--- src/rtl/battery_test_slot_sequencer_defines.svh ---
// Assertion macros shared by the battery test slot sequencer RTL.
`ifndef BATTERY_TEST_SLOT_SEQUENCER_DEFINES_SVH
`define BATTERY_TEST_SLOT_SEQUENCER_DEFINES_SVH

`ifndef NO_ASSERTIONS

// Check a property on every clock edge outside reset.
`define BTSS_ASSERT(label, clk, rst_n, prop) \
    label: assert property (@(posedge clk) disable iff (!rst_n) prop) \
        else $error("btss assertion failed");

// Check a property on every clock edge, reset included.
`define BTSS_ASSERT_ALWAYS(label, clk, prop) \
    label: assert property (@(posedge clk) prop) \
        else $error("btss assertion failed");

`else

`define BTSS_ASSERT(label, clk, rst_n, prop)
`define BTSS_ASSERT_ALWAYS(label, clk, prop)

`endif

`endif

--- src/rtl/btss_pkg.sv ---
// Types, codes and constants of the battery test slot sequencer.
`timescale 1ns / 1ps

package btss_pkg;

    // Slot table geometry
    localparam int NUM_SLOTS = 5;
    localparam int SLOT_AW   = (NUM_SLOTS > 1) ? $clog2(NUM_SLOTS) : 1;
    localparam logic [4:0] SLOT_LIMIT = 5'(NUM_SLOTS);
    localparam logic [3:0] SLOT_MASK  = 4'hF;

    typedef logic [2:0] stage_t;
    typedef logic [2:0] verdict_t;

    // Stages
    localparam stage_t ST_STANDBY     = 3'd0;
    localparam stage_t ST_CONN        = 3'd1;
    localparam stage_t ST_DISC        = 3'd2;
    localparam stage_t ST_CHECK       = 3'd3;
    localparam stage_t ST_CHARGING    = 3'd4;
    localparam stage_t ST_DISCHARGING = 3'd5;
    localparam stage_t ST_RESULT      = 3'd6;
    localparam stage_t ST_FINAL       = 3'd7;

    // Verdicts
    localparam verdict_t V_NONE     = 3'd0;
    localparam verdict_t V_APPROVED = 3'd1;
    localparam verdict_t V_REPROVED = 3'd2;
    localparam verdict_t V_ABORTED  = 3'd3;
    localparam verdict_t V_HOT      = 3'd4;
    localparam verdict_t V_FINAL    = 3'd5;

    // Event codes
    localparam logic [3:0] EV_OP       = 4'd0;
    localparam logic [3:0] EV_RES_BTN  = 4'd1;
    localparam logic [3:0] EV_CHECK    = 4'd2;
    localparam logic [3:0] EV_NEED_CHG = 4'd3;
    localparam logic [3:0] EV_FULL     = 4'd4;
    localparam logic [3:0] EV_TMR_END  = 4'd5;
    localparam logic [3:0] EV_RES_OK   = 4'd6;
    localparam logic [3:0] EV_NEED_DIS = 4'd7;
    localparam logic [3:0] EV_HOT      = 4'd8;
    localparam logic [3:0] EV_CONN     = 4'd9;
    localparam logic [3:0] EV_DISC     = 4'd10;
    localparam logic [3:0] EV_VOLT     = 4'd11;

    // Mode LED commands
    localparam logic [2:0] MLED_NONE    = 3'd0;
    localparam logic [2:0] MLED_ALL_OFF = 3'd1;
    localparam logic [2:0] MLED_RED     = 3'd2;

    // Result LED commands
    localparam logic [2:0] LED_NONE    = 3'd0;
    localparam logic [2:0] LED_OFF     = 3'd1;
    localparam logic [2:0] LED_ON      = 3'd2;
    localparam logic [2:0] LED_BLINK   = 3'd3;
    localparam logic [2:0] LED_STOP    = 3'd4;
    localparam logic [2:0] LED_STOP_ON = 3'd5;

    // Timer commands
    localparam logic [1:0] TMR_NONE  = 2'd0;
    localparam logic [1:0] TMR_CHECK = 2'd1;
    localparam logic [1:0] TMR_DIS   = 2'd2;

    // Battery commands
    localparam logic [1:0] BAT_NONE   = 2'd0;
    localparam logic [1:0] BAT_CHARGE = 2'd1;
    localparam logic [1:0] BAT_DIS    = 2'd2;
    localparam logic [1:0] BAT_END    = 2'd3;

    // End reasons
    localparam logic [2:0] RSN_NONE     = 3'd0;
    localparam logic [2:0] RSN_DISC     = 3'd1;
    localparam logic [2:0] RSN_HOT      = 3'd2;
    localparam logic [2:0] RSN_REPROVED = 3'd3;
    localparam logic [2:0] RSN_APPROVED = 3'd4;

    // One slot table entry
    typedef struct packed {
        stage_t   stage;
        verdict_t verdict;
    } entry_t;

    localparam int ENTRY_W = $bits(entry_t);

    // One-shot commands of a decision
    typedef struct packed {
        logic [2:0] mode_led;
        logic [2:0] red;
        logic [2:0] green;
        logic [1:0] timer;
        logic [1:0] battery;
        logic [2:0] reason;
        logic       post;
    } cmd_t;

endpackage

--- src/rtl/btss_ram.sv ---
// Generic single-write, single-read RAM with registered read data.
`timescale 1ns / 1ps

module btss_ram #(
    parameter int WIDTH = 6,
    parameter int DEPTH = 5
) (
    input  logic                                    clk,
    input  logic                                    we,
    input  logic [((DEPTH > 1) ? $clog2(DEPTH) : 1)-1:0] waddr,
    input  logic [WIDTH-1:0]                        wdata,
    input  logic                                    re,
    input  logic [((DEPTH > 1) ? $clog2(DEPTH) : 1)-1:0] raddr,
    output logic [WIDTH-1:0]                        rdata
);

    logic [WIDTH-1:0] mem_reg [DEPTH];
    logic [WIDTH-1:0] rdata_reg;

    // Write port
    always_ff @(posedge clk)
    begin
        if (we)
        begin
            mem_reg[waddr] <= wdata;
        end
    end

    // Registered read port, holds when not enabled
    always_ff @(posedge clk)
    begin
        if (re)
        begin
            rdata_reg <= mem_reg[raddr];
        end
    end

    assign rdata = rdata_reg;

endmodule

--- src/rtl/btss_decide.sv ---
// Per-slot stage machine: one decision from an event and the slot's entry.
`timescale 1ns / 1ps

module btss_decide (
    input  logic [3:0]      ev,
    input  logic [7:0]      info,
    input  logic            allow,
    input  btss_pkg::entry_t cur,
    output btss_pkg::entry_t nxt,
    output btss_pkg::cmd_t   cmd
);
    import btss_pkg::*;

    typedef struct packed {
        logic [2:0] red;
        logic [2:0] green;
    } led_pair_t;

    // Result LED pattern that displays a verdict
    function automatic led_pair_t show_verdict(input verdict_t v);
        led_pair_t p;
        p.red   = LED_OFF;
        p.green = LED_OFF;
        case (v)
            V_REPROVED: p.red = LED_ON;
            V_APPROVED: p.green = LED_ON;
            V_FINAL:    p.green = LED_BLINK;
            V_HOT:
            begin
                p.red   = LED_BLINK;
                p.green = LED_BLINK;
            end
            default: ;
        endcase
        return p;
    endfunction

    led_pair_t shown;

    // Step the slot's stage on the event and issue its commands; a test end sets a verdict
    always_comb
    begin
        nxt   = cur;
        cmd   = '0;
        shown = '0;
        unique case (cur.stage) inside
            ST_STANDBY:
            begin
                if (ev == EV_OP && allow)
                begin
                    cmd.mode_led = (info <= 8'd2) ? (info[2:0] + MLED_RED) : MLED_ALL_OFF;
                end
                else if (ev == EV_CONN)
                begin
                    cmd.red   = LED_OFF;
                    cmd.green = LED_OFF;
                    cmd.timer = TMR_CHECK;
                    nxt.stage = ST_CONN;
                end
                else if (ev == EV_DISC)
                begin
                    cmd.red   = LED_OFF;
                    cmd.green = LED_OFF;
                    nxt.stage = ST_DISC;
                end
            end
            ST_CONN:
            begin
                if (ev == EV_CHECK)
                begin
                    nxt.stage = ST_CHECK;
                end
            end
            ST_DISC:
            begin
                if (ev == EV_DISC)
                begin
                    nxt.stage = ST_STANDBY;
                end
            end
            ST_CHECK:
            begin
                if (ev == EV_NEED_CHG)
                begin
                    nxt.stage   = ST_CHARGING;
                    cmd.battery = BAT_CHARGE;
                end
                else if (ev == EV_NEED_DIS)
                begin
                    nxt.stage   = ST_DISCHARGING;
                    cmd.timer   = TMR_DIS;
                    cmd.battery = BAT_DIS;
                end
            end
            ST_CHARGING, ST_DISCHARGING:
            begin
                if (ev == EV_DISC)
                begin
                    cmd.battery = BAT_END;
                    cmd.reason  = RSN_DISC;
                    nxt.verdict = V_ABORTED;
                    nxt.stage   = ST_STANDBY;
                end
                else if (ev == EV_HOT)
                begin
                    cmd.battery = BAT_END;
                    cmd.reason  = RSN_HOT;
                    nxt.verdict = V_HOT;
                    nxt.stage   = ST_RESULT;
                end
                else if (cur.stage == ST_CHARGING)
                begin
                    if (ev == EV_FULL)
                    begin
                        cmd.timer   = TMR_DIS;
                        cmd.battery = BAT_DIS;
                        nxt.stage   = ST_DISCHARGING;
                    end
                end
                else if (ev == EV_VOLT)
                begin
                    cmd.battery = BAT_END;
                    cmd.reason  = RSN_REPROVED;
                    nxt.verdict = V_REPROVED;
                    nxt.stage   = ST_RESULT;
                end
                else if (ev == EV_TMR_END)
                begin
                    cmd.post    = 1'b1;
                    cmd.battery = BAT_END;
                    cmd.reason  = RSN_APPROVED;
                    nxt.verdict = V_APPROVED;
                    nxt.stage   = ST_RESULT;
                end
                // Any test end shows the new verdict
                if (cmd.battery == BAT_END)
                begin
                    shown     = show_verdict(nxt.verdict);
                    cmd.red   = shown.red;
                    cmd.green = shown.green;
                end
            end
            ST_RESULT:
            begin
                if (ev == EV_RES_BTN)
                begin
                    nxt.verdict = V_NONE;
                    nxt.stage   = ST_STANDBY;
                    cmd.red     = LED_OFF;
                    cmd.green   = LED_OFF;
                end
                else if (ev == EV_DISC)
                begin
                    nxt.verdict = V_NONE;
                    nxt.stage   = ST_STANDBY;
                    cmd.red     = LED_STOP;
                    cmd.green   = LED_STOP;
                end
                else if (ev == EV_RES_OK)
                begin
                    cmd.battery = BAT_CHARGE;
                    nxt.verdict = V_FINAL;
                    nxt.stage   = ST_FINAL;
                    shown       = show_verdict(V_FINAL);
                    cmd.red     = shown.red;
                    cmd.green   = shown.green;
                end
            end
            ST_FINAL:
            begin
                if (ev == EV_DISC)
                begin
                    cmd.battery = BAT_END;
                    cmd.reason  = RSN_DISC;
                    nxt.verdict = V_ABORTED;
                    nxt.stage   = ST_STANDBY;
                    shown       = show_verdict(V_ABORTED);
                    cmd.red     = shown.red;
                    cmd.green   = shown.green;
                end
                else if (ev == EV_FULL)
                begin
                    cmd.battery = BAT_END;
                    cmd.reason  = RSN_APPROVED;
                    nxt.verdict = V_APPROVED;
                    cmd.red     = LED_OFF;
                    cmd.green   = LED_STOP_ON;
                end
                else if (ev == EV_RES_BTN)
                begin
                    nxt.verdict = V_NONE;
                    nxt.stage   = ST_STANDBY;
                    cmd.red     = LED_OFF;
                    cmd.green   = LED_OFF;
                end
            end
            default: ;
        endcase
    end

endmodule

--- src/rtl/battery_test_slot_sequencer.sv ---
// Top level of the battery test slot sequencer: slot table, pipeline and result register.
`timescale 1ns / 1ps
//
// Usage
//   Input channel (in_valid / in_ready): one event per transfer, made of the
//   event code mode, the info word (low four bits select the slot) and the
//   mode_change_allowed flag.
//   Output channel (out_valid / out_ready): one result per event, in order:
//   accepted, slot, the slot's new stage and verdict, and the one-shot LED,
//   timer, battery, end reason and result-ok commands.
//   Throughput: one event per cycle while out_ready is high. The slot table
//   sits in a RAM with registered read data; an event reads its entry when
//   taken, decides and writes back as it leaves the decision stage; a bypass
//   register serves an event that follows right behind one for the same slot.
//   Result path: a taken event sits in the decision stage register and moves
//   on into the result register, which drives the outputs, once that is free.
//   Reset: all slots start in standby with no verdict (per-entry valid bits,
//   no clearing pass); pipeline and output are emptied.
//   Stall: while out_ready is low the result holds; one more event waits in
//   the decision stage, after which in_ready drops until the output drains.
//
`include "battery_test_slot_sequencer_defines.svh"

module battery_test_slot_sequencer (
    input  logic                 clk,
    input  logic                 rst_n,
    input  logic                 in_valid,
    output logic                 in_ready,
    input  logic [3:0]           mode,
    input  logic [7:0]           info,
    input  logic                 mode_change_allowed,
    output logic                 out_valid,
    input  logic                 out_ready,
    output logic                 accepted,
    output logic [3:0]           slot,
    output btss_pkg::stage_t     new_stage,
    output btss_pkg::verdict_t   verdict,
    output logic [2:0]           mode_led_cmd,
    output logic [2:0]           red_led_cmd,
    output logic [2:0]           green_led_cmd,
    output logic [1:0]           timer_cmd,
    output logic [1:0]           battery_cmd,
    output logic [2:0]           end_reason,
    output logic                 post_result_ok
);
    import btss_pkg::*;

    // Handshake and pipeline control
    logic                 in_fire;
    logic                 s1_adv;
    logic                 s1_valid_reg, s1_valid_next;
    logic                 out_valid_reg, out_valid_next;

    // Decision stage payload
    logic [3:0]           s1_mode_reg;
    logic [7:0]           s1_info_reg;
    logic                 s1_allow_reg;

    logic [3:0]           in_slot;
    logic [SLOT_AW-1:0]   in_idx;
    logic [3:0]           s1_slot;
    logic [SLOT_AW-1:0]   s1_idx;
    logic                 s1_slot_ok;
    logic                 s1_acc;

    // Slot table access
    logic                 wr_en;
    entry_t               ram_rdata;
    entry_t               cur_entry;
    entry_t               nxt_entry;
    cmd_t                 dec_cmd;
    logic [NUM_SLOTS-1:0] entry_valid_reg;
    logic                 fwd_valid_reg;
    logic [SLOT_AW-1:0]   fwd_idx_reg;
    entry_t               fwd_data_reg;

    // Result register
    logic                 acc_reg;
    logic [3:0]           slot_reg;
    entry_t               res_entry_reg;
    cmd_t                 res_cmd_reg;

    // Take a new event whenever the decision stage is free or moving on
    assign s1_adv   = s1_valid_reg && (!out_valid_reg || out_ready);
    assign in_ready = !s1_valid_reg || !out_valid_reg || out_ready;
    assign in_fire  = in_valid && in_ready;

    assign in_slot = info[3:0] & SLOT_MASK;
    assign in_idx  = in_slot[SLOT_AW-1:0];

    assign s1_slot    = s1_info_reg[3:0] & SLOT_MASK;
    assign s1_idx     = s1_slot[SLOT_AW-1:0];
    assign s1_slot_ok = {1'b0, s1_slot} < SLOT_LIMIT;
    assign s1_acc     = s1_slot_ok && (s1_mode_reg <= EV_VOLT);
    assign wr_en      = s1_adv && s1_acc;

    btss_ram #(
        .WIDTH (ENTRY_W),
        .DEPTH (NUM_SLOTS)
    ) u_table (
        .clk   (clk),
        .we    (wr_en),
        .waddr (s1_idx),
        .wdata (nxt_entry),
        .re    (in_fire),
        .raddr (in_idx),
        .rdata (ram_rdata)
    );

    // Pick the slot entry: bypass, then table, then reset value
    always_comb
    begin
        if (fwd_valid_reg && fwd_idx_reg == s1_idx)
        begin
            cur_entry = fwd_data_reg;
        end
        else if (s1_slot_ok && entry_valid_reg[s1_idx])
        begin
            cur_entry = ram_rdata;
        end
        else
        begin
            cur_entry = '0;
        end
    end

    btss_decide u_decide (
        .ev    (s1_mode_reg),
        .info  (s1_info_reg),
        .allow (s1_allow_reg),
        .cur   (cur_entry),
        .nxt   (nxt_entry),
        .cmd   (dec_cmd)
    );

    // Next control state
    always_comb
    begin
        s1_valid_next = s1_valid_reg;
        if (in_fire)
        begin
            s1_valid_next = 1'b1;
        end
        else if (s1_adv)
        begin
            s1_valid_next = 1'b0;
        end

        out_valid_next = out_valid_reg;
        if (s1_adv)
        begin
            out_valid_next = 1'b1;
        end
        else if (out_ready)
        begin
            out_valid_next = 1'b0;
        end
    end

    // Control registers, valid bits and bypass tag
    always_ff @(posedge clk or negedge rst_n)
    begin
        if (!rst_n)
        begin
            s1_valid_reg    <= 1'b0;
            out_valid_reg   <= 1'b0;
            entry_valid_reg <= '0;
            fwd_valid_reg   <= 1'b0;
        end
        else
        begin
            s1_valid_reg  <= s1_valid_next;
            out_valid_reg <= out_valid_next;
            if (wr_en)
            begin
                entry_valid_reg[s1_idx] <= 1'b1;
                fwd_valid_reg           <= 1'b1;
            end
        end
    end

    // Capture the event and the last table write
    always_ff @(posedge clk)
    begin
        if (in_fire)
        begin
            s1_mode_reg  <= mode;
            s1_info_reg  <= info;
            s1_allow_reg <= mode_change_allowed;
        end
        if (wr_en)
        begin
            fwd_idx_reg  <= s1_idx;
            fwd_data_reg <= nxt_entry;
        end
    end

    // Load the result register
    always_ff @(posedge clk)
    begin
        if (s1_adv)
        begin
            acc_reg       <= s1_acc;
            slot_reg      <= s1_slot;
            res_entry_reg <= s1_acc ? nxt_entry : '0;
            res_cmd_reg   <= s1_acc ? dec_cmd : '0;
        end
    end

    assign out_valid      = out_valid_reg;
    assign accepted       = acc_reg;
    assign slot           = slot_reg;
    assign new_stage      = res_entry_reg.stage;
    assign verdict        = res_entry_reg.verdict;
    assign mode_led_cmd   = res_cmd_reg.mode_led;
    assign red_led_cmd    = res_cmd_reg.red;
    assign green_led_cmd  = res_cmd_reg.green;
    assign timer_cmd      = res_cmd_reg.timer;
    assign battery_cmd    = res_cmd_reg.battery;
    assign end_reason     = res_cmd_reg.reason;
    assign post_result_ok = res_cmd_reg.post;

    // Checks
    `BTSS_ASSERT_ALWAYS(a_rst_empty, clk, !rst_n |-> !out_valid_reg && !s1_valid_reg)
    `BTSS_ASSERT(a_acc_slot, clk, rst_n, out_valid_reg && acc_reg |-> {1'b0, slot_reg} < SLOT_LIMIT)
    `BTSS_ASSERT(a_rej_quiet, clk, rst_n, out_valid_reg && !acc_reg |-> res_entry_reg == '0 && res_cmd_reg == '0)
    `BTSS_ASSERT(a_reason_end, clk, rst_n, out_valid_reg && end_reason != RSN_NONE |-> battery_cmd == BAT_END)
    `BTSS_ASSERT(a_write_hit, clk, rst_n, $past(wr_en) |-> entry_valid_reg[fwd_idx_reg] && fwd_valid_reg)

endmodule
--- config.mk ---
export PLATFORM = sky130hd
export DESIGN_NAME = battery_test_slot_sequencer
export DESIGN_NICKNAME = d
export VERILOG_FILES = /design/src/rtl/btss_pkg.sv /design/src/rtl/btss_ram.sv /design/src/rtl/btss_decide.sv /design/src/rtl/battery_test_slot_sequencer.sv
export VERILOG_INCLUDE_DIRS = /design/src /design/src/rtl
export SDC_FILE = /design/constraint.sdc
export NUM_CORES = 1
export LEC_CHECK = 0
export BUFFER_PORTS_ARGS = -buffer_cell sky130_fd_sc_hd__buf_2
export CAP_MARGIN = 10
export CORE_UTILIZATION = 45
export DETAILED_ROUTE_END_ITERATION = 16
export PLACE_DENSITY = 0.75
export SYNTH_ARGS = -nofsm -noshare
export SYNTH_HDL_FRONTEND = slang
export SYNTH_SLANG_ARGS = --single-unit
--- constraint.sdc ---
create_clock -name clk -period 5.15 [get_ports clk]
set_input_delay 1.03 -clock clk [delete_from_list [all_inputs] [get_ports clk]]
set_output_delay 1.03 -clock clk [all_outputs]
set_load 0.01 [all_outputs]
==> results of run 1 <==
==> kinds of logic after synthesis <==
family	count (synthesis)	share of synthesized area (%)
simple gates	140	16.5
flops	94	61.2
compound gates	78	12.6
buf+inv	28	2.61
mux	14	4.90
xor+xnor	6	1.32
fa+ha+maj	3	0.826
==> cell type report <==
cell class | instances | area, um^2
clock buffers | 11 | 153
clock inverters | 5 | 46.3
fillers | 851 | 4710
inverters | 10 | 37.5
multi-input cells | 241 | 1640
flip-flops and latches | 94 | 2780
well taps | 133 | 166
repair buffers | 47 | 238
==> worst paths after layout <==
check	startpoint	to	depth (start not counted)
worst max-delay path	s1_info_reg[0]$_DFFE_PP_	verdict[2]$_SDFFCE_PN0P_	7
worst min-delay path	entry_valid_reg[2]$_DFFE_PN0P_	entry_valid_reg[2]$_DFFE_PN0P_	1
worst max register to register	s1_info_reg[0]$_DFFE_PP_	verdict[2]$_SDFFCE_PN0P_	7
worst min register to register	entry_valid_reg[2]$_DFFE_PN0P_	entry_valid_reg[2]$_DFFE_PN0P_	1
max in group asynchronous	rst_n	fwd_valid_reg$_DFFE_PN0P_	1
min in group asynchronous	rst_n	out_valid$_DFFE_PN0P_	1
==> cells in the mapped netlist (5+ instances only) <==
cell,n
o21ai_0,10
nor2_1,18
nand4_1,7
or2_2,8
and3_1,7
and2_1,9
edfxtp_1,86
dfrtp_1,8
xnor2_1,5
inv_1,9
mux2_2,6
nand2_1,32
o211ai_1,9
nand2b_1,6
nand3_1,19
clkbuf_1,12
a21oi_1,19
mux4_2,6
nor3_1,11
==> per-stage QoR <==
step | instances | area [um^2] | util, % | hold slack, ps
finish | 541 | 5070 | 51.8 | 484
global route | 541 | 5070 | 51.8 | 490
CTS | 541 | 5070 | 51.8 | 485
detailed placement | 525 | 4870 | 49.8 | 461
global placement | 525 | 4870 | 49.8 | 462
floorplan | 363 | 4550 | - | 431
==> power by group <==
group	total, uW	leakage (uW)	switching, uW	internal (uW)
Sequential	916	0.000913	30.3	886
Combinational	226	0.000825	147	78.6
Clock	500	0.000104	284	216
==> layer usage <==
metal  GRT usage, %  share of wire, %  up-vias
met2           33.5                47      249
met4           10.7               3.4        0
met1           28.9                40     1554
li1               -                 -     1481
met3           4.75                10       41
met5              0                 0        -
==> impl_metrics.env, run 1 <==
export IMPL_power_uw=1640
export IMPL_hold_buffers=0
export IMPL_grt_max_degree=30
export IMPL_drv_slew=0
export IMPL_synth_distinct_cells=68
export IMPL_crit_path_top_delay_cell="o31ai_2"
export IMPL_synthFlopType="edfxtp_1"
export IMPL_syn_area_per_cell_um2=12.5
export IMPL_r2r_slack_ps=1700
export IMPL_critPathBufInv=0
export IMPL_slowest_delay_ps=930
export IMPL_grt_util_all_layers_pct=21.6
export IMPL_relSlewSlack_pct=25.0
export IMPL_grt_pass1_wl_um=16500
export IMPL_syn_num_nets=383
export IMPL_start_util_pct=46.5
export IMPL_final_cell_mix="edfxtp_1 (86), buf_2 (46), nand2_1 (32), nand3_1 (19), a21oi_1 (19)"
export IMPL_h_tree_depth=3
export IMPL_drtIter0Drc=320
export IMPL_area_delta_synth_final_pct=11.5
export IMPL_nets=423
export IMPL_coreArea_mm2=0.00977
export IMPL_drc_errors=0
export IMPL_cpLargestDelayFamily="compound AO/OA/AOI/OAI gates"
export IMPL_drtPass1Iterations=8
export IMPL_cts_buffers=9
export IMPL_yosys_area_top_type="edfxtp_1"
export IMPL_synth_seq_cells=94
export IMPL_cts_buffer_depth=2
export IMPL_dp_slack_ps=1830
export IMPL_viasPerCell=6.15
export IMPL_critPathMaxFanout=15
export IMPL_antenna_found_initial=0
export IMPL_synth_area_leaders="edfxtp_1 (57%), dfrtp_1 (4.4%), mux4_2 (3.0%), nand2_1 (2.6%), a21oi_1 (2.1%)"
export IMPL_cp_cell_sequence="or3b_4 > a21o_1 > o31ai_2 > nand2_1 > a21oi_1 > o221ai_1 > and2_1"
export IMPL_synth_seq_area_share_pct=61.2
export IMPL_drtAntennaViolNets=0
export IMPL_dpl_hpwl_um=7660
export IMPL_grt_pass1_vias=2984
export IMPL_fmax_ghz=0.289
export IMPL_largest_register_ffs=30
export IMPL_chipWidth_um=103
export IMPL_arrival_ps=3590
export IMPL_synth_cells=363
export IMPL_cts_root_buf="clkbuf_8"
export IMPL_fin_crit_sh_pct=67.1
export IMPL_die_h_um=103
export IMPL_placementRows=36
export IMPL_min_path_type="reg -> reg"
export IMPL_fin_ws_ps=1700
export IMPL_critPathLaunchType="register"
export IMPL_layout_drive_gt1_share_pct=23.3
export IMPL_ir_drop_v=0.000179
export IMPL_yosysWarnings=0
export IMPL_skew_ps=16.9
export IMPL_cts_setup_buffers=0
export IMPL_ios=47
export IMPL_layout_min_cycle_time_ps=3450
export IMPL_path_class="reg -> reg"
export IMPL_setup_tns_ps=0
export IMPL_synth_top_area_share_pct=56.8
export IMPL_portBuffers=46
export IMPL_cap_viol_max_count=0
export IMPL_cp_end_kind="register"
export IMPL_tightest_slew_ps=1120
export IMPL_synthArstFlopShare_pct=8.51
export IMPL_cts_tree="built"
export IMPL_power_density_mw_per_mm2=324
export IMPL_cts_sinks=94
export IMPL_postCtsResizedCells=0
export IMPL_syn_area_mm2=0.00455
export IMPL_rsz0062_at_grt="no"
export IMPL_place_congestion=0.961
export IMPL_p_leak_uw=0.00184
export IMPL_routed_wl_um=11000
export IMPL_finalSetupViolCount=0
export IMPL_status="completed"
export IMPL_synth_edf_count=86
export IMPL_hold_violations=0
export IMPL_required_ps=5290
export IMPL_dieArea_mm2=0.0105
export IMPL_wl_per_cell_um=20.2
export IMPL_vias=3325
export IMPL_grt_overflow_total=0
export IMPL_layout_commonest_cell="edfxtp_1"
export IMPL_path_clk_slew_ps=100
export IMPL_clk_latency_ps=370
export IMPL_diodes=0
(Power assumes the default switching activity.)
==> inputs of run 2 (changes only) <==
==> constraint.sdc (replaced) <==
create_clock -name clk -period 3.5 [get_ports clk]
set_input_delay 0.7 -clock clk [delete_from_list [all_inputs] [get_ports clk]]
set_output_delay 0.7 -clock clk [all_outputs]
set_load 0.01 [all_outputs]
==> run 2 against run 1 <==
  * Sequential cell count unchanged
  * Power increased by 44%
  * Cell area increased by 0.57%
  * Clock skew decreased by 1.9 ps
  * Sequential power increased by 46%
  * Cell count increased by 1.1%
  * Combinational power increased by 50%
  * Wire length about the same
==> impl_metrics.env, run 2 (synthesis results as in run 1) <==
export IMPL_path_clk_slew_ps=100
export IMPL_start_util_pct=46.5
export IMPL_cts_tree="built"
export IMPL_portBuffers=46
export IMPL_cts_sinks=94
export IMPL_rr_worst_depth=7
export IMPL_dieArea_mm2=0.0105
export IMPL_h_tree_depth=3
export IMPL_path_class="reg -> reg"
export IMPL_crit_top_cell="nand2_1"
export IMPL_power_density_mw_per_mm2=465
export IMPL_fin_crit_sh_pct=93.3
export IMPL_placementRows=36
export IMPL_cts_setup_buffers=0
export IMPL_die_h_um=103
export IMPL_arrival_ps=3430
export IMPL_stdcell_count=547
export IMPL_largest_register_ffs=30
export IMPL_regArea_mm2=0.00278
export IMPL_chipWidth_um=103
export IMPL_drv_slew=0
export IMPL_rsz0062_at_grt="no"
export IMPL_drtAntennaViolNets=0
export IMPL_power_uw=2370
export IMPL_hold_violations=0
export IMPL_cpLargestDelayFamily="simple AND/OR/NAND/NOR gates"
export IMPL_nets=429
export IMPL_dp_cells=531
export IMPL_stdcell_area_mm2=0.00510
export IMPL_required_ps=3670
export IMPL_grt_util_all_layers_pct=21.7
export IMPL_postLayoutCoreUtil_pct=52.1
export IMPL_min_path_type="in -> async"
export IMPL_drtPass1Iterations=5
export IMPL_grt_max_degree=29
export IMPL_dpl_hpwl_um=7830
export IMPL_cp_end_kind="register"
export IMPL_layout_commonest_cell="edfxtp_1"
export IMPL_layout_drive_gt1_share_pct=24.4
export IMPL_slowest_delay_ps=580
export IMPL_setup_tns_ps=0
export IMPL_critPathBufInv=0
export IMPL_crit_path_top_delay_cell="or4_4"
export IMPL_place_congestion=0.938
export IMPL_wl_per_cell_um=20.0
export IMPL_finalSetupViolCount=0
export IMPL_multiInputGateArea_mm2=0.00164
export IMPL_critical_path_depth=7
export IMPL_drtIter0Drc=214
export IMPL_diodes=0
export IMPL_grt_pass1_vias=2984
export IMPL_fmax_ghz=0.306
export IMPL_grt_overflow_total=0
export IMPL_postPlaceCellArea_mm2=0.00491
export IMPL_fillCellCount=844
export IMPL_tightest_slew_ps=892
export IMPL_skew_ps=15.0
export IMPL_ir_drop_v=0.000249
export IMPL_critPathMaxFanout=12
export IMPL_viasPerCell=6.00
export IMPL_grt_pass1_wl_um=16300
export IMPL_cts_buffers=9
export IMPL_drc_errors=0
export IMPL_area_delta_synth_final_pct=12.1
export IMPL_vias=3284
export IMPL_p_leak_uw=0.00186
export IMPL_ios=47
export IMPL_status="completed"
export IMPL_layout_min_cycle_time_ps=3260
export IMPL_antenna_found_initial=0
export IMPL_postCtsResizedCells=0
export IMPL_cp_cell_sequence="xnor2_1 > and4_1 > nand2_1 > and2_1 > or4_4 > a22o_1 > nand2_1"
export IMPL_coreArea_mm2=0.00977
export IMPL_hold_buffers=0
export IMPL_cap_viol_max_count=0
export IMPL_final_cell_mix="edfxtp_1 (86), buf_2 (46), nand2_1 (32), nand3_1 (19), a21oi_1 (19)"
export IMPL_cts_buffer_depth=2
export IMPL_critPathLaunchType="register"
export IMPL_relSlewSlack_pct=40.5
export IMPL_cts_root_buf="clkbuf_8"
export IMPL_routed_wl_um=11000
export IMPL_clk_latency_ps=370
## run 2: cell types whose count changed in the layout (fill, tap and decap cells not counted), sizes merged
| cell | change |
|---|---|
| inv | -2 |
| clkinvlp | +1 |
| clkinv | +1 |
| buf | +6 |
## run 2: area by class of cell
type,count,area share (%)
Sequential cell,94,54.6
Multi-Input combinational cell,241,32.3
Timing Repair Buffer,53,5.55
Tap cell,133,3.27
Clock buffer,11,2.77
Clock inverter,5,0.810
Inverter,10,0.737
## run 2: metal layers
metal  routed length [um]  global-route usage [%]  up-vias
met1                 4660                    28.8     1585
li1                     -                       -     1499
met2                 5070                    33.1      164
met3                  763                    4.27       36
met5                    0                       0        -
met4                  464                    13.2        0
## run 2: path summary, 6_finish.rpt
path,slack (ps),start,to
max in group asynchronous,3180,rst_n,entry_valid_reg[4]$_DFFE_PN0P_
min reg2reg,480,entry_valid_reg[2]$_DFFE_PN0P_,entry_valid_reg[2]$_DFFE_PN0P_
max,240,s1_info_reg[0]$_DFFE_PP_,u_table.mem_reg[0][0]$_DFFE_PP_
min,160,rst_n,fwd_valid_reg$_DFFE_PN0P_
min in group clk,480,entry_valid_reg[2]$_DFFE_PN0P_,entry_valid_reg[2]$_DFFE_PN0P_
max reg2reg,240,s1_info_reg[0]$_DFFE_PP_,u_table.mem_reg[0][0]$_DFFE_PP_
## run 2: report_power, final
group	internal, uW	switching [uW]
logic	121	218
registers	1300	38.3
clock network	287	401
## run 2: worst reg2reg max path, stage by stage, from the launching register on
cell and delay (ps):
edfxtp_1 550, xnor2_1 460, and4_1 540, nand2_1 160, and2_1 330, or4_4 580, a22o_1 230, nand2_1 210
## run 2: metrics by stage
step / hold WS (ps) / worst slack (ps)
after floorplan: 404 / 702
after detailed placement: 460 / 316
after CTS: 146 / 270
final: 158 / 236
after global placement: 459 / 436
after global routing: 155 / 2.12
